**src/rtl/stsamp_pkg.sv**
```systemverilog
`timescale 1ns / 1ps
// Shared types, register codes and constants for the symbol timing sampler.
// No dependencies.
package stsamp_pkg;

    localparam int SAMPLE_BITS_DEF = 16;
    localparam int MAX_PERIOD_DEF  = 32;
    localparam int QUEUE_DEPTH     = 2;

    // configuration port
    localparam int CFG_INDEX_W = 3;
    localparam int CFG_DATA_W  = 16;

    localparam logic [CFG_INDEX_W-1:0] REG_SPP        = 3'd0;
    localparam logic [CFG_INDEX_W-1:0] REG_MODULATION = 3'd1;
    localparam logic [CFG_INDEX_W-1:0] REG_CENTER     = 3'd2;
    localparam logic [CFG_INDEX_W-1:0] REG_CENTER_LVL = 3'd3;
    localparam logic [CFG_INDEX_W-1:0] REG_MAX_LVL    = 3'd4;
    localparam logic [CFG_INDEX_W-1:0] REG_MIN_LVL    = 3'd5;
    localparam logic [CFG_INDEX_W-1:0] REG_MAX_REF    = 3'd6;
    localparam logic [CFG_INDEX_W-1:0] REG_MIN_REF    = 3'd7;

    // modulation codes
    localparam logic [1:0] MOD_4FSK = 2'd0;
    localparam logic [1:0] MOD_QPSK = 2'd1;
    localparam logic [1:0] MOD_GFSK = 2'd2;

    // register reset values
    localparam logic [5:0]         RST_SPP        = 6'd10;
    localparam logic [1:0]         RST_MODULATION = MOD_4FSK;
    localparam logic [4:0]         RST_CENTER     = 5'd4;
    localparam logic signed [15:0] RST_CENTER_LVL = 16'sd0;
    localparam logic signed [15:0] RST_MAX_LVL    = 16'sd15000;
    localparam logic signed [15:0] RST_MIN_LVL    = -16'sd15000;
    localparam logic signed [15:0] RST_MAX_REF    = 16'sd12000;
    localparam logic signed [15:0] RST_MIN_REF    = -16'sd12000;

    // timing rules
    localparam int MIN_PERIOD      = 2;
    localparam int PERIOD_LONG     = 20;
    localparam int LONG_WIN_LO     = 7;
    localparam int LONG_WIN_HI     = 13;
    localparam int LONG_REPEAT_LO  = 7;
    localparam int LONG_REPEAT_HI  = 10;
    localparam int LONG_SKIP_LO    = 11;
    localparam int LONG_SKIP_HI    = 14;
    localparam int PERIOD_SHORT    = 5;
    localparam int SHORT_WIN       = 2;
    localparam int QPSK_REPEAT_LIM = 10;

    localparam logic [3:0]  WIN_COUNT_MAX = 4'd15;
    localparam logic [15:0] FLIP_MAX      = 16'hFFFF;
    localparam int EDGE_W  = 6;
    localparam int FLIP_W  = 16;
    localparam int COUNT_W = 4;

    typedef struct packed {
        logic [5:0]         samples_per_symbol;
        logic [1:0]         modulation;
        logic [4:0]         symbol_center;
        logic signed [15:0] center_level;
        logic signed [15:0] max_level;
        logic signed [15:0] min_level;
        logic signed [15:0] max_reference;
        logic signed [15:0] min_reference;
    } t_cfg;

    typedef struct packed {
        logic full;
        logic empty;
    } t_queue_status;

    // internal sample width: wide enough for the 16-bit limits too
    function automatic int ext_width(input int sample_bits);
        return (sample_bits > 16) ? sample_bits : 16;
    endfunction

    // window sum holds up to fifteen samples
    function automatic int sum_width(input int sample_bits);
        return ext_width(sample_bits) + 4;
    endfunction

    // queued period word: sum, count, edge, flips
    function automatic int queue_width(input int sample_bits);
        return sum_width(sample_bits) + COUNT_W + EDGE_W + FLIP_W;
    endfunction

endpackage

```
**src/rtl/stsamp_in_if.sv**
```systemverilog
`timescale 1ns / 1ps
// Sample input channel: valid/ready handshake and one sample word.
// Depends on stsamp_pkg for the default sample width.
interface stsamp_in_if #(
    parameter int SAMPLE_BITS = stsamp_pkg::SAMPLE_BITS_DEF
) ();
    logic                          valid;
    logic                          ready;
    logic signed [SAMPLE_BITS-1:0] sample;
    logic                          in_sync;
    logic                          narrow_left_edge;

    modport source (output valid, sample, in_sync, narrow_left_edge, input ready);
    modport sink   (input valid, sample, in_sync, narrow_left_edge, output ready);
endinterface

```
**src/rtl/stsamp_out_if.sv**
```systemverilog
`timescale 1ns / 1ps
// Symbol output channel: valid/ready handshake and one symbol word.
// Depends on stsamp_pkg for the default sample width.
interface stsamp_out_if #(
    parameter int SAMPLE_BITS = stsamp_pkg::SAMPLE_BITS_DEF
) ();
    logic                          valid;
    logic                          ready;
    logic signed [SAMPLE_BITS-1:0] symbol_value;
    logic                          empty_window;
    logic signed [5:0]             edge_position;
    logic [15:0]                   flip_count;

    modport source (output valid, symbol_value, empty_window, edge_position, flip_count,
                    input ready);
    modport sink   (input valid, symbol_value, empty_window, edge_position, flip_count,
                    output ready);
endinterface

```
**src/rtl/stsamp_front.sv**
```systemverilog
`timescale 1ns / 1ps
// Front end: per-sample timing, clamping, crossing count and window integration.
// Depends on stsamp_pkg and stsamp_in_if; pushes one word per period.
module stsamp_front #(
    parameter int SAMPLE_BITS = stsamp_pkg::SAMPLE_BITS_DEF,
    parameter int MAX_PERIOD  = stsamp_pkg::MAX_PERIOD_DEF
) (
    input  logic                                         i_clk,
    input  logic                                         i_rst_n,
    input  stsamp_pkg::t_cfg                             i_cfg,
    stsamp_in_if.sink                                    i_in,
    input  stsamp_pkg::t_queue_status                    i_q_status,
    output logic                                         o_push,
    output logic [stsamp_pkg::queue_width(SAMPLE_BITS)-1:0] o_push_data
);
    import stsamp_pkg::*;

    localparam int EW = ext_width(SAMPLE_BITS);
    localparam int SW = sum_width(SAMPLE_BITS);
    localparam int XW = EW + 4;
    localparam int PW = $clog2(MAX_PERIOD);
    localparam int CW = ((PW > 5) ? PW : 5) + 2;

    logic                 r_open, r_sync, r_edge_valid;
    logic [PW-1:0]        r_position, r_edge_pos;
    logic signed [EW-1:0] r_prev;
    logic [FLIP_W-1:0]    r_crossings;
    logic signed [SW-1:0] r_sum;
    logic [COUNT_W-1:0]   r_count;

    logic signed [CW-1:0] w_spp, w_p, w_c, w_edge, w_move, w_idx, w_edge_fin;
    logic                 w_start, w_sync, w_edge_v0, w_free, w_rec, w_win, w_end;
    logic                 w_accept, w_b1, w_b2;
    logic signed [EW-1:0] w_s0, w_s, w_cl, w_max, w_min;
    logic signed [XW-1:0] w_s4, w_l4, w_hi5, w_lo5;
    logic [FLIP_W:0]      w_cross_sum;
    logic [FLIP_W-1:0]    w_cross_next;
    logic signed [SW-1:0] w_sum_next;
    logic [COUNT_W-1:0]   w_count_next;

    assign w_accept = i_in.valid && i_in.ready;
    assign i_in.ready = !i_q_status.full;

    // effective period and centre
    assign w_spp = CW'(signed'({1'b0, i_cfg.samples_per_symbol}));
    assign w_c   = CW'(signed'({1'b0, i_cfg.symbol_center}));
    always_comb begin
        if (w_spp < CW'(MIN_PERIOD)) begin
            w_p = CW'(MIN_PERIOD);
        end else if (w_spp > CW'(MAX_PERIOD)) begin
            w_p = CW'(MAX_PERIOD);
        end else begin
            w_p = w_spp;
        end
    end

    assign w_edge = r_edge_valid ? CW'(signed'({1'b0, r_edge_pos})) : CW'(-1);

    // early/late decision from the edge held over from the last period
    always_comb begin
        w_move = '0;
        if (w_edge >= 0) begin
            if (w_p == CW'(PERIOD_LONG)) begin
                if (w_edge inside {[LONG_REPEAT_LO:LONG_REPEAT_HI]}) begin
                    w_move = CW'(-1);
                end else if (w_edge inside {[LONG_SKIP_LO:LONG_SKIP_HI]}) begin
                    w_move = CW'(1);
                end
            end else begin
                case (i_cfg.modulation)
                    MOD_QPSK: begin
                        if (w_edge < w_c) begin
                            w_move = CW'(1);
                        end else if (w_edge > w_c && w_edge < CW'(QPSK_REPEAT_LIM)) begin
                            w_move = CW'(-1);
                        end
                    end
                    MOD_GFSK: begin
                        if (w_edge >= w_c - 1 && w_edge <= w_c) begin
                            w_move = CW'(-1);
                        end else if (w_edge >= w_c + 1 && w_edge <= w_c + 2) begin
                            w_move = CW'(1);
                        end
                    end
                    MOD_4FSK: begin
                        if (w_edge > 0 && w_edge <= w_c) begin
                            w_move = CW'(-1);
                        end else if (w_edge > w_c && w_edge < w_p) begin
                            w_move = CW'(1);
                        end
                    end
                    default: ;
                endcase
            end
        end
    end

    assign w_start   = !r_open;
    assign w_sync    = w_start ? i_in.in_sync : r_sync;
    assign w_idx     = w_start ? (i_in.in_sync ? '0 : w_move)
                               : CW'(signed'({1'b0, r_position}));
    assign w_edge_v0 = (w_start && !i_in.in_sync) ? 1'b0 : r_edge_valid;

    // clamp in sync with four-level FM; upper test wins
    assign w_s0  = EW'(i_in.sample);
    assign w_cl  = EW'(i_cfg.center_level);
    assign w_max = EW'(i_cfg.max_level);
    assign w_min = EW'(i_cfg.min_level);
    always_comb begin
        w_s = w_s0;
        if (w_sync && i_cfg.modulation == MOD_4FSK) begin
            if (w_s0 > w_max) begin
                w_s = w_max;
            end else if (w_s0 < w_min) begin
                w_s = w_min;
            end
        end
    end

    // 4x > 5y tests for spikes
    assign w_s4  = XW'(w_s) <<< 2;
    assign w_l4  = XW'(r_prev) <<< 2;
    assign w_hi5 = (XW'(i_cfg.max_reference) <<< 2) + XW'(i_cfg.max_reference);
    assign w_lo5 = (XW'(i_cfg.min_reference) <<< 2) + XW'(i_cfg.min_reference);

    assign w_free = !w_edge_v0 && !w_idx[CW-1];

    always_comb begin
        w_b1  = 1'b0;
        w_b2  = 1'b0;
        w_rec = 1'b0;
        if (w_s > w_cl) begin
            w_b1 = r_prev < w_cl;
            if (w_s4 > w_hi5) begin
                w_b2  = w_l4 < w_hi5;
                w_rec = w_free && i_cfg.modulation == MOD_QPSK;
            end else begin
                w_rec = w_free && r_prev < w_cl && i_cfg.modulation != MOD_QPSK;
            end
        end else begin
            w_b1 = r_prev > w_cl;
            if (w_s4 < w_lo5) begin
                w_b2  = w_l4 > w_lo5;
                w_rec = w_free && i_cfg.modulation == MOD_QPSK;
            end else begin
                w_rec = w_free && r_prev > w_cl && i_cfg.modulation != MOD_QPSK;
            end
        end
    end

    assign w_cross_sum  = {1'b0, r_crossings} + (FLIP_W+1)'(w_b1) + (FLIP_W+1)'(w_b2);
    assign w_cross_next = (w_cross_sum > {1'b0, FLIP_MAX}) ? FLIP_MAX
                                                          : w_cross_sum[FLIP_W-1:0];

    // averaging window
    always_comb begin
        if (w_p == CW'(PERIOD_LONG)) begin
            w_win = w_idx inside {[LONG_WIN_LO:LONG_WIN_HI]};
        end else if (w_p == CW'(PERIOD_SHORT)) begin
            w_win = w_idx == CW'(SHORT_WIN);
        end else begin
            case (i_cfg.modulation)
                MOD_4FSK: w_win = w_idx >= w_c - (i_in.narrow_left_edge ? 1 : 2)
                                  && w_idx <= w_c + 2;
                MOD_QPSK: w_win = w_idx == w_c - 1 || w_idx == w_c + 2;
                default:  w_win = w_idx == w_c - 1 || w_idx == w_c + 1;
            endcase
        end
    end

    always_comb begin
        w_sum_next   = r_sum;
        w_count_next = r_count;
        if (w_win && r_count < WIN_COUNT_MAX) begin
            w_sum_next   = r_sum + SW'(w_s);
            w_count_next = r_count + 1'b1;
        end
    end

    assign w_end      = w_idx >= w_p - 1;
    assign w_edge_fin = w_rec ? w_idx : (w_edge_v0 ? CW'(signed'({1'b0, r_edge_pos}))
                                                   : CW'(-1));

    assign o_push      = w_accept && w_end;
    assign o_push_data = {w_sum_next, w_count_next, w_edge_fin[EDGE_W-1:0], w_cross_next};

    always_ff @(posedge i_clk) begin
        if (!i_rst_n) begin
            r_open       <= 1'b0;
            r_sync       <= 1'b0;
            r_edge_valid <= 1'b0;
            r_edge_pos   <= '0;
            r_position   <= '0;
            r_prev       <= '0;
            r_crossings  <= '0;
            r_sum        <= '0;
            r_count      <= '0;
        end else if (w_accept) begin
            r_prev      <= w_s;
            r_crossings <= w_cross_next;
            if (w_rec) begin
                r_edge_valid <= 1'b1;
                r_edge_pos   <= w_idx[PW-1:0];
            end else begin
                r_edge_valid <= w_edge_v0;
            end
            if (w_end) begin
                r_open     <= 1'b0;
                r_position <= '0;
                r_sum      <= '0;
                r_count    <= '0;
            end else begin
                r_open     <= 1'b1;
                r_sync     <= w_sync;
                r_position <= PW'(w_idx + 1'b1);
                r_sum      <= w_sum_next;
                r_count    <= w_count_next;
            end
        end
    end

endmodule

```
**src/rtl/stsamp_queue.sv**
```systemverilog
`timescale 1ns / 1ps
// Short register queue between front end and divider back end.
// Depends on stsamp_pkg for the status struct.
module stsamp_queue #(
    parameter int DW    = stsamp_pkg::queue_width(stsamp_pkg::SAMPLE_BITS_DEF),
    parameter int DEPTH = stsamp_pkg::QUEUE_DEPTH
) (
    input  logic                      i_clk,
    input  logic                      i_rst_n,
    input  logic                      i_push,
    input  logic [DW-1:0]             i_data,
    input  logic                      i_pop,
    output logic [DW-1:0]             o_data,
    output stsamp_pkg::t_queue_status o_status
);
    import stsamp_pkg::*;

    localparam int PTRW = (DEPTH > 1) ? $clog2(DEPTH) : 1;
    localparam int CNTW = $clog2(DEPTH + 1);

    logic [DW-1:0]   r_mem [DEPTH];
    logic [PTRW-1:0] r_wr, r_rd;
    logic [CNTW-1:0] r_cnt;
    logic            w_push, w_pop;

    assign o_status.full  = r_cnt == CNTW'(DEPTH);
    assign o_status.empty = r_cnt == '0;
    assign w_push = i_push && !o_status.full;
    assign w_pop  = i_pop && !o_status.empty;
    assign o_data = r_mem[r_rd];

    always_ff @(posedge i_clk) begin
        if (w_push) begin
            r_mem[r_wr] <= i_data;
        end
    end

    always_ff @(posedge i_clk) begin
        if (!i_rst_n) begin
            r_wr  <= '0;
            r_rd  <= '0;
            r_cnt <= '0;
        end else begin
            if (w_push) begin
                r_wr <= (r_wr == PTRW'(DEPTH - 1)) ? '0 : r_wr + 1'b1;
            end
            if (w_pop) begin
                r_rd <= (r_rd == PTRW'(DEPTH - 1)) ? '0 : r_rd + 1'b1;
            end
            if (w_push && !w_pop) begin
                r_cnt <= r_cnt + 1'b1;
            end else if (w_pop && !w_push) begin
                r_cnt <= r_cnt - 1'b1;
            end
        end
    end

endmodule

```
**src/rtl/stsamp_back.sv**
```systemverilog
`timescale 1ns / 1ps
// Back end: serial restoring divider for the window average, output register.
// Depends on stsamp_pkg and stsamp_out_if.
module stsamp_back #(
    parameter int SAMPLE_BITS = stsamp_pkg::SAMPLE_BITS_DEF
) (
    input  logic                                            i_clk,
    input  logic                                            i_rst_n,
    input  stsamp_pkg::t_queue_status                       i_q_status,
    input  logic [stsamp_pkg::queue_width(SAMPLE_BITS)-1:0] i_data,
    output logic                                            o_pop,
    stsamp_out_if.source                                    o_out
);
    import stsamp_pkg::*;

    localparam int SW   = sum_width(SAMPLE_BITS);
    localparam int CNTW = $clog2(SW);

    localparam logic [1:0] ST_IDLE = 2'd0;
    localparam logic [1:0] ST_RUN  = 2'd1;
    localparam logic [1:0] ST_HOLD = 2'd2;

    logic [1:0]         r_state;
    logic [SW-1:0]      r_quot;
    logic [COUNT_W-1:0] r_div, r_rem;
    logic [CNTW-1:0]    r_cnt;
    logic               r_neg, r_empty;
    logic [EDGE_W-1:0]  r_edge;
    logic [FLIP_W-1:0]  r_flips;

    logic                          r_out_valid, r_out_empty;
    logic signed [SAMPLE_BITS-1:0] r_out_value;
    logic [EDGE_W-1:0]             r_out_edge;
    logic [FLIP_W-1:0]             r_out_flips;

    logic signed [SW-1:0] w_sum;
    logic [COUNT_W-1:0]   w_count;
    logic [COUNT_W:0]     w_trial;
    logic                 w_fit, w_load;
    logic [SW-1:0]        w_val;

    assign w_sum   = signed'(i_data[COUNT_W+EDGE_W+FLIP_W +: SW]);
    assign w_count = i_data[EDGE_W+FLIP_W +: COUNT_W];

    assign o_pop = r_state == ST_IDLE && !i_q_status.empty;

    // one quotient bit per cycle
    assign w_trial = {r_rem, r_quot[SW-1]};
    assign w_fit   = w_trial >= {1'b0, r_div};

    assign w_val  = r_neg ? -r_quot : r_quot;
    assign w_load = r_state == ST_HOLD && (!r_out_valid || o_out.ready);

    always_ff @(posedge i_clk) begin
        if (!i_rst_n) begin
            r_state <= ST_IDLE;
            r_cnt   <= '0;
        end else begin
            case (r_state)
                ST_IDLE: begin
                    if (o_pop) begin
                        r_edge  <= i_data[FLIP_W +: EDGE_W];
                        r_flips <= i_data[FLIP_W-1:0];
                        r_div   <= w_count;
                        r_rem   <= '0;
                        r_cnt   <= '0;
                        if (w_count == '0) begin
                            r_quot  <= '0;
                            r_neg   <= 1'b0;
                            r_empty <= 1'b1;
                            r_state <= ST_HOLD;
                        end else begin
                            r_quot  <= w_sum[SW-1] ? SW'(-w_sum) : SW'(w_sum);
                            r_neg   <= w_sum[SW-1];
                            r_empty <= 1'b0;
                            r_state <= ST_RUN;
                        end
                    end
                end
                ST_RUN: begin
                    r_rem  <= w_fit ? COUNT_W'(w_trial - {1'b0, r_div}) : w_trial[COUNT_W-1:0];
                    r_quot <= {r_quot[SW-2:0], w_fit};
                    r_cnt  <= r_cnt + 1'b1;
                    if (r_cnt == CNTW'(SW - 1)) begin
                        r_state <= ST_HOLD;
                    end
                end
                ST_HOLD: begin
                    if (w_load) begin
                        r_state <= ST_IDLE;
                    end
                end
                default: r_state <= ST_IDLE;
            endcase
        end
    end

    always_ff @(posedge i_clk) begin
        if (!i_rst_n) begin
            r_out_valid <= 1'b0;
        end else if (w_load) begin
            r_out_valid <= 1'b1;
        end else if (o_out.ready) begin
            r_out_valid <= 1'b0;
        end
    end

    always_ff @(posedge i_clk) begin
        if (w_load) begin
            r_out_value <= w_val[SAMPLE_BITS-1:0];
            r_out_empty <= r_empty;
            r_out_edge  <= r_edge;
            r_out_flips <= r_flips;
        end
    end

    assign o_out.valid         = r_out_valid;
    assign o_out.symbol_value  = r_out_value;
    assign o_out.empty_window  = r_out_empty;
    assign o_out.edge_position = signed'(r_out_edge);
    assign o_out.flip_count    = r_out_flips;

endmodule

```
**src/rtl/symbol_timing_sampler.sv**
```systemverilog
`timescale 1ns / 1ps
// Top level of the symbol timing sampler: config registers, front end, queue, divider.
// Depends on stsamp_pkg, stsamp_in_if, stsamp_out_if and the stsamp_* modules.
//
// Takes one signed audio sample word per clock on i_sample_if and emits one symbol word
// per symbol period on o_symbol_if. The front end accepts a sample every cycle while the
// period queue has room; it runs the early/late timing adjustment at each period start,
// clamps in sync with four-level FM, counts level crossings (saturating) and integrates
// the samples inside the window around the symbol centre. At the last sample of a period
// the window sum, count, edge mark and crossing count go into a two-entry queue. The back
// end divides the sum by the count with a serial restoring divider, one quotient bit a
// clock over the SW = max(SAMPLE_BITS,16) + 4 bits of the sum; an empty window skips it.
// A period word is divided and passed to the output register before the next is popped.
// Sample rate is one per clock while the divider keeps up; shorter periods fill the queue
// and ready drops until the divider catches up. The result sits in an output register, so
// the divider keeps working while a symbol waits. The configuration write port (index 0..7
// in register order) must be written only while idle; the block does not enforce this.
module symbol_timing_sampler #(
    parameter int SAMPLE_BITS = stsamp_pkg::SAMPLE_BITS_DEF,
    parameter int MAX_PERIOD  = stsamp_pkg::MAX_PERIOD_DEF
) (
    input  logic                               i_clk,
    input  logic                               i_rst_n,
    input  logic                               i_cfg_we,
    input  logic [stsamp_pkg::CFG_INDEX_W-1:0] i_cfg_index,
    input  logic [stsamp_pkg::CFG_DATA_W-1:0]  i_cfg_data,
    stsamp_in_if.sink                          i_sample_if,
    stsamp_out_if.source                       o_symbol_if
);
    import stsamp_pkg::*;

    localparam int DW = queue_width(SAMPLE_BITS);

    t_cfg          r_cfg;
    t_queue_status w_q_status;
    logic          w_push, w_pop;
    logic [DW-1:0] w_push_data, w_pop_data;

    // configuration registers
    always_ff @(posedge i_clk) begin
        if (!i_rst_n) begin
            r_cfg.samples_per_symbol <= RST_SPP;
            r_cfg.modulation         <= RST_MODULATION;
            r_cfg.symbol_center      <= RST_CENTER;
            r_cfg.center_level       <= RST_CENTER_LVL;
            r_cfg.max_level          <= RST_MAX_LVL;
            r_cfg.min_level          <= RST_MIN_LVL;
            r_cfg.max_reference      <= RST_MAX_REF;
            r_cfg.min_reference      <= RST_MIN_REF;
        end else if (i_cfg_we) begin
            case (i_cfg_index)
                REG_SPP:        r_cfg.samples_per_symbol <= i_cfg_data[5:0];
                REG_MODULATION: r_cfg.modulation         <= i_cfg_data[1:0];
                REG_CENTER:     r_cfg.symbol_center      <= i_cfg_data[4:0];
                REG_CENTER_LVL: r_cfg.center_level       <= signed'(i_cfg_data);
                REG_MAX_LVL:    r_cfg.max_level          <= signed'(i_cfg_data);
                REG_MIN_LVL:    r_cfg.min_level          <= signed'(i_cfg_data);
                REG_MAX_REF:    r_cfg.max_reference      <= signed'(i_cfg_data);
                REG_MIN_REF:    r_cfg.min_reference      <= signed'(i_cfg_data);
                default: ;
            endcase
        end
    end

    // front end: timing, crossings, integration
    stsamp_front #(
        .SAMPLE_BITS (SAMPLE_BITS),
        .MAX_PERIOD  (MAX_PERIOD)
    ) u_front (
        .i_clk       (i_clk),
        .i_rst_n     (i_rst_n),
        .i_cfg       (r_cfg),
        .i_in        (i_sample_if),
        .i_q_status  (w_q_status),
        .o_push      (w_push),
        .o_push_data (w_push_data)
    );

    // period words waiting for the divider
    stsamp_queue #(
        .DW    (DW),
        .DEPTH (QUEUE_DEPTH)
    ) u_queue (
        .i_clk    (i_clk),
        .i_rst_n  (i_rst_n),
        .i_push   (w_push),
        .i_data   (w_push_data),
        .i_pop    (w_pop),
        .o_data   (w_pop_data),
        .o_status (w_q_status)
    );

    // back end: average and output register
    stsamp_back #(
        .SAMPLE_BITS (SAMPLE_BITS)
    ) u_back (
        .i_clk      (i_clk),
        .i_rst_n    (i_rst_n),
        .i_q_status (w_q_status),
        .i_data     (w_pop_data),
        .o_pop      (w_pop),
        .o_out      (o_symbol_if)
    );

    // a full queue must hold off the sample stream
    a_full_stalls: assert property (@(posedge i_clk) disable iff (!i_rst_n)
        w_q_status.full |-> !i_sample_if.ready)
        else $error("sample accepted with period queue full");

    // a period word is only pushed when it can be stored
    a_push_room: assert property (@(posedge i_clk) disable iff (!i_rst_n)
        w_push |-> !w_q_status.full)
        else $error("period word pushed into full queue");

    // an empty window always reads as zero
    a_empty_zero: assert property (@(posedge i_clk) disable iff (!i_rst_n)
        (o_symbol_if.valid && o_symbol_if.empty_window) |-> o_symbol_if.symbol_value == '0)
        else $error("empty window with nonzero symbol");

    // the queue never pops and reports empty at the same time
    a_pop_nonempty: assert property (@(posedge i_clk) disable iff (!i_rst_n)
        w_pop |-> !w_q_status.empty)
        else $error("divider popped an empty queue");

endmodule

```
**src/flat_wrapper.sv**
```systemverilog
// flat-port wrapper written by rule: the top's interface ports become plain ports
module symbol_timing_sampler_flat import stsamp_pkg::*;
#(
    parameter int SAMPLE_BITS = stsamp_pkg::SAMPLE_BITS_DEF,
    parameter int MAX_PERIOD  = stsamp_pkg::MAX_PERIOD_DEF
)
  (i_clk, i_rst_n, i_cfg_we, i_cfg_index, i_cfg_data, i_sample_if_valid, i_sample_if_sample, i_sample_if_in_sync, i_sample_if_narrow_left_edge, i_sample_if_ready, o_symbol_if_valid, o_symbol_if_symbol_value, o_symbol_if_empty_window, o_symbol_if_edge_position, o_symbol_if_flip_count, o_symbol_if_ready);
  stsamp_in_if #(.SAMPLE_BITS(SAMPLE_BITS)) i_sample_if_i ();
  stsamp_out_if #(.SAMPLE_BITS(SAMPLE_BITS)) o_symbol_if_i ();
  input  logic i_clk;
  input  logic i_rst_n;
  input  logic i_cfg_we;
  input  logic [stsamp_pkg::CFG_INDEX_W-1:0] i_cfg_index;
  input  logic [stsamp_pkg::CFG_DATA_W-1:0] i_cfg_data;
  input wire logic [$bits(i_sample_if_i.valid)-1:0] i_sample_if_valid;
  input wire logic [$bits(i_sample_if_i.sample)-1:0] i_sample_if_sample;
  input wire logic [$bits(i_sample_if_i.in_sync)-1:0] i_sample_if_in_sync;
  input wire logic [$bits(i_sample_if_i.narrow_left_edge)-1:0] i_sample_if_narrow_left_edge;
  output wire logic [$bits(i_sample_if_i.ready)-1:0] i_sample_if_ready;
  output wire logic [$bits(o_symbol_if_i.valid)-1:0] o_symbol_if_valid;
  output wire logic [$bits(o_symbol_if_i.symbol_value)-1:0] o_symbol_if_symbol_value;
  output wire logic [$bits(o_symbol_if_i.empty_window)-1:0] o_symbol_if_empty_window;
  output wire logic [$bits(o_symbol_if_i.edge_position)-1:0] o_symbol_if_edge_position;
  output wire logic [$bits(o_symbol_if_i.flip_count)-1:0] o_symbol_if_flip_count;
  input wire logic [$bits(o_symbol_if_i.ready)-1:0] o_symbol_if_ready;
  assign i_sample_if_i.valid = i_sample_if_valid;
  assign i_sample_if_i.sample = i_sample_if_sample;
  assign i_sample_if_i.in_sync = i_sample_if_in_sync;
  assign i_sample_if_i.narrow_left_edge = i_sample_if_narrow_left_edge;
  assign i_sample_if_ready = i_sample_if_i.ready;
  assign o_symbol_if_valid = o_symbol_if_i.valid;
  assign o_symbol_if_symbol_value = o_symbol_if_i.symbol_value;
  assign o_symbol_if_empty_window = o_symbol_if_i.empty_window;
  assign o_symbol_if_edge_position = o_symbol_if_i.edge_position;
  assign o_symbol_if_flip_count = o_symbol_if_i.flip_count;
  assign o_symbol_if_i.ready = o_symbol_if_ready;
  symbol_timing_sampler #(.SAMPLE_BITS(SAMPLE_BITS), .MAX_PERIOD(MAX_PERIOD)) u_core (.i_clk(i_clk), .i_rst_n(i_rst_n), .i_cfg_we(i_cfg_we), .i_cfg_index(i_cfg_index), .i_cfg_data(i_cfg_data), .i_sample_if(i_sample_if_i), .o_symbol_if(o_symbol_if_i));
endmodule
```
**config.mk**
```make
export PLATFORM = sky130hd
export DESIGN_NAME = symbol_timing_sampler_flat
export DESIGN_NICKNAME = d
export VERILOG_FILES = /design/src/rtl/stsamp_pkg.sv /design/src/rtl/stsamp_in_if.sv /design/src/rtl/stsamp_out_if.sv /design/src/rtl/stsamp_front.sv /design/src/rtl/stsamp_queue.sv /design/src/rtl/stsamp_back.sv /design/src/rtl/symbol_timing_sampler.sv /design/src/flat_wrapper.sv
export SDC_FILE = /design/constraint.sdc
export NUM_CORES = 1
export LEC_CHECK = 0
export BUFFER_PORTS_ARGS = -buffer_cell sky130_fd_sc_hd__buf_2
export CAP_MARGIN = 30
export CORE_ASPECT_RATIO = 0.8
export CORE_MARGIN = 1
export CORE_UTILIZATION = 55
export CTS_CLUSTER_SIZE = 12
export DETAILED_ROUTE_END_ITERATION = 12
export PLACE_DENSITY = 0.72
export SETUP_SLACK_MARGIN = 0.5
export SLEW_MARGIN = 20
export SYNTH_ARGS = -nofsm -noshare
export SYNTH_HDL_FRONTEND = slang
export SYNTH_SLANG_ARGS = --single-unit
```
**constraint.sdc**
```tcl
create_clock -name i_clk -period 9.2 [get_ports i_clk]
set_input_delay 0 -clock i_clk [delete_from_list [all_inputs] [get_ports i_clk]]
set_output_delay 0 -clock i_clk [all_outputs]
set_load 0.1 [all_outputs]
```
==> insert_results.sql <==
INSERT INTO impl_metrics (metric_group, metric, value, unit) VALUES
('status', 'outcome', 'completed', ''),
('yosys', 'synthFlopType', 'edfxtp_1', ''),
('critical_path', 'highest_cell_delay_on_the_worst_timing_path', '0.54', 'ns'),
('yosys', 'yosys.area.top_type_share', '25.5', '%'),
('cts', 'cts_tree', 'yes', ''),
('final_layout', 'final_cell_count_no_fill', '2865', ''),
('min_path', 'hold_path.startpoint', 'i_cfg_index[1]', ''),
('detailed_routing', 'drcViolationCount', '0', ''),
('global_route', 'grtUsageTotal', '26.4', '%'),
('sta', 'actual_slew_at_the_worst_max_slew_pin', '0.948', 'ns'),
('yosys', 'netlist_top_cells_count', 'nand2_1 (320), ha_1 (248), a21oi_1 (183), edfxtp_1 (183), dfxtp_1 (175)', ''),
('cts', 'cts-root-buf', 'clkbuf_16', ''),
('detailed_routing', 'routed-via-count', '16900', ''),
('sta', 'fin_tns_setup', '0', 'ns'),
('sta', 'clock.fmax', '130', 'MHz'),
('cts', 'tritoncts_num_sinks', '358', ''),
('min_path', 'min_path_cells', '5', ''),
('die', 'core_area', '38400', 'sq um'),
('critical_path', 'critical_path.reg2reg.endpoint', 'u_core.u_front.r_crossings[13]', ''),
('global_route', 'number_of_global_route_vias_before_repair', '16300', ''),
('final_layout', 'areaGrowthSynthToFinish', '12.0', '%'),
('yosys', 'synth_compound_gate_area_share', '15.5', '%'),
('min_path', 'hold_path_end', 'u_core.r_cfg[20]', ''),
('cts', 'clk_slew_on_worst_s_h_paths', '0.06', 'ns'),
('place', 'cell_count_after_placement', '2769', ''),
('detailed_routing', 'wl_per_cell', '18.5', 'um'),
('place', 'detailedPlace.worstSlack', '1.17', 'ns'),
('die', 'die_area', '40000', 'sq um'),
('sta', 'finalSetupViolCount', '0', ''),
('yosys', 'synth_area', '21600', 'sq um'),
('min_path', 'min_path_type', 'in -> reg', ''),
('sta', 'hold_violations', '0', ''),
('yosys', 'ys_seq_elements', '358', ''),
('sta', 'maxSlewHeadroom', '36.1', '%'),
('cts', 'clk_path_buf_depth', '3', ''),
('yosys', 'synth.yosys.seq_area_share', '41.8', '%'),
('cts', 'htree_num_levels', '2', ''),
('detailed_routing', 'wl', '52900', 'um'),
('yosys', 'avgSynthCellArea', '9.64', 'sq um'),
('global_route', 'globalRoute.totalOverflow', '0', ''),
('yosys', 'synth_top_area_cell', 'edfxtp_1', ''),
('power_and_ir_drop', 'peakVddDrop', '0.135', 'mV'),
('yosys', 'yosys.area_share.xor_xnor', '4.39', '%'),
('yosys', 'muxShareOfSynthArea', '4.19', '%'),
('yosys', 'synth_edf_count', '183', ''),
('place', 'total_half_perimeter_wirelength_after_legalization_and_detailed_placement', '39000', 'um'),
('critical_path', 'worst_r2r_path_depth', '37', ''),
('yosys', 'yosys-top-cells-area', 'edfxtp_1 (25%), dfxtp_1 (16%), ha_1 (14%), nand2_1 (5.6%), a21oi_1 (4.2%)', ''),
('cts', 'cts_inserted_buffers', '39', ''),
('yosys', 'post_synth_and_or_nand_nor_area_fraction', '15.9', '%'),
('critical_path', 'path_max_fanout', '20', ''),
('sta', 'period_needed', '7.71', 'ns'),
('die', 'chipHeight', '179', 'um'),
('power_and_ir_drop', 'power.static_leakage', '9.88', 'nW'),
('cts', 'clkLatencyLatePin', '0.55', 'ns'),
('yosys', 'postSynthNetCount', '2531', ''),
('detailed_routing', 'detail-route-antenna-nets', '0', ''),
('critical_path', 'regToRegSetupSlack', '1.49', 'ns'),
('final_layout', 'antennaDiodeCount', '0', ''),
('power_and_ir_drop', 'power_density', '210', 'nW/um^2'),
('final_layout', 'layout_net_count', '2636', ''),
('yosys', 'yosysWarnings', '0', ''),
('critical_path', 'critical_path.endpoint_type', 'flop', ''),
('critical_path', 'setup.worst_path.start_class', 'flop', ''),
('die', 'chipWidth', '223', 'um'),
('critical_path', 'critPathRequiredTime', '9.67', 'ns'),
('run', 'max_cap_viol_count', '0', ''),
('sta', 'finClkSkew', '0.0221', 'ns'),
('sta', 'rsz0062_at_grt', 'no', ''),
('die', 'start_util', '56.1', '%'),
('sta', 'setup_slack', '1.49', 'ns');
-- layer usage --
metal	global-route usage, %	part of all wire [%]	vias up
met3	3.62	5.9	100
met5	0	0	-
met4	8.02	2.4	0
met2	43.6	45	499
li1	-	-	8290
met1	36.0	46	8010
-- kinds of logic after synthesis --
kind of cell	count (synthesis)
AND/OR/NAND/NOR	726
AO/OA/AOI/OAI	514
flip-flops	358
adder cells (fa/ha/maj)	254
buffers and inverters	190
XOR/XNOR	108
multiplexers	84
other	1
-- final cells by class --
type / count / area [sq um]
clock buffer: 59 / 1090
fill: 3159 / 14300
tap: 495 / 619
timing repair buffer: 147 / 986
sequential: 358 / 9000
clock inverter: 12 / 163
inverter: 107 / 403
multi-input combinational: 1687 / 11900
-- worst max-delay path, delay by kind of cell, from the launching register on --
family          cells  cell delay [ns]
flops               1             0.36
fa+ha+maj           4             1.04
compound gates     15             2.97
simple gates       14             2.48
buf+inv             4             0.78
-- worst max-delay path by stage --
stage                     start                        endpoint  slack (ns)  cells after the start
6_report       u_core.r_cfg[49]  u_core.u_front.r_crossings[13]        1.49                     37
5_1_grt        u_core.r_cfg[49]   u_core.u_front.r_crossings[9]        0.92                     37
4_1_cts        u_core.r_cfg[49]   u_core.u_front.r_crossings[9]        1.12                     33
3_5_place_dp   u_core.r_cfg[49]   u_core.u_front.r_crossings[9]        1.17                     33
3_3_place_gp   u_core.r_cfg[49]   u_core.u_front.r_crossings[9]        1.26                     33
2_1_floorplan  u_core.r_cfg[49]      u_core.u_queue.r_mem[0][2]        2.19                     32
-- power by group --
group          switching, W  internal (W)
Clock              0.000647      0.000908
Sequential         0.000109       0.00189
Combinational      0.000954      0.000561
Total               0.00171       0.00336
-- state kept, by name, summed over array words and instances (netlist names), 16 cells and up, named ones only --
signal	count
u_core.r_cfg	93
u_core.u_queue.r_mem	92
u_core.u_back.r_quot	20
u_core.u_back.o_out.flip_count	16
u_core.u_back.r_flips	16
u_core.u_back.o_out.symbol_value	16
u_core.u_front.r_crossings	16
u_core.u_front.r_sum	20
u_core.u_front.r_prev	16
-- per-stage QoR --
stage | hold slack [ns] | area, sq um | total power [W]
2_1_floorplan | 0.124 | 21600 | 0.00313
3_3_place_gp | 0.323 | 22600 | 0.00346
3_5_place_dp | 0.323 | 22600 | 0.00352
4_1_cts | 0.00793 | 24100 | 0.00508
5_1_grt | 0.0368 | 24100 | 0.00532
6_report | 0.0316 | 24100 | 0.00507
-- cell usage in the layout (no fill, tap or decap), drive strengths merged, types with 33 or more instances in the layout --
cell type and instances:
mux2 50, buf 125, nand2 321, a21o 41, a22o 33, inv 105, dfxtp 175, ha 248
nand2b 34, mux2i 34, edfxtp 183, nor2b 39, xnor2 76, a21oi 183, nand3 49, nor2 130
clkbuf 61, o21ai 87
-- what timing repair did --
item                                    CTS  global route
endpoints found under the setup margin    0            11
endpoints found under the hold margin    97             2
buffers inserted                          0             2
hold buffers                             18             2
Power figures use the tool's default switching activity.
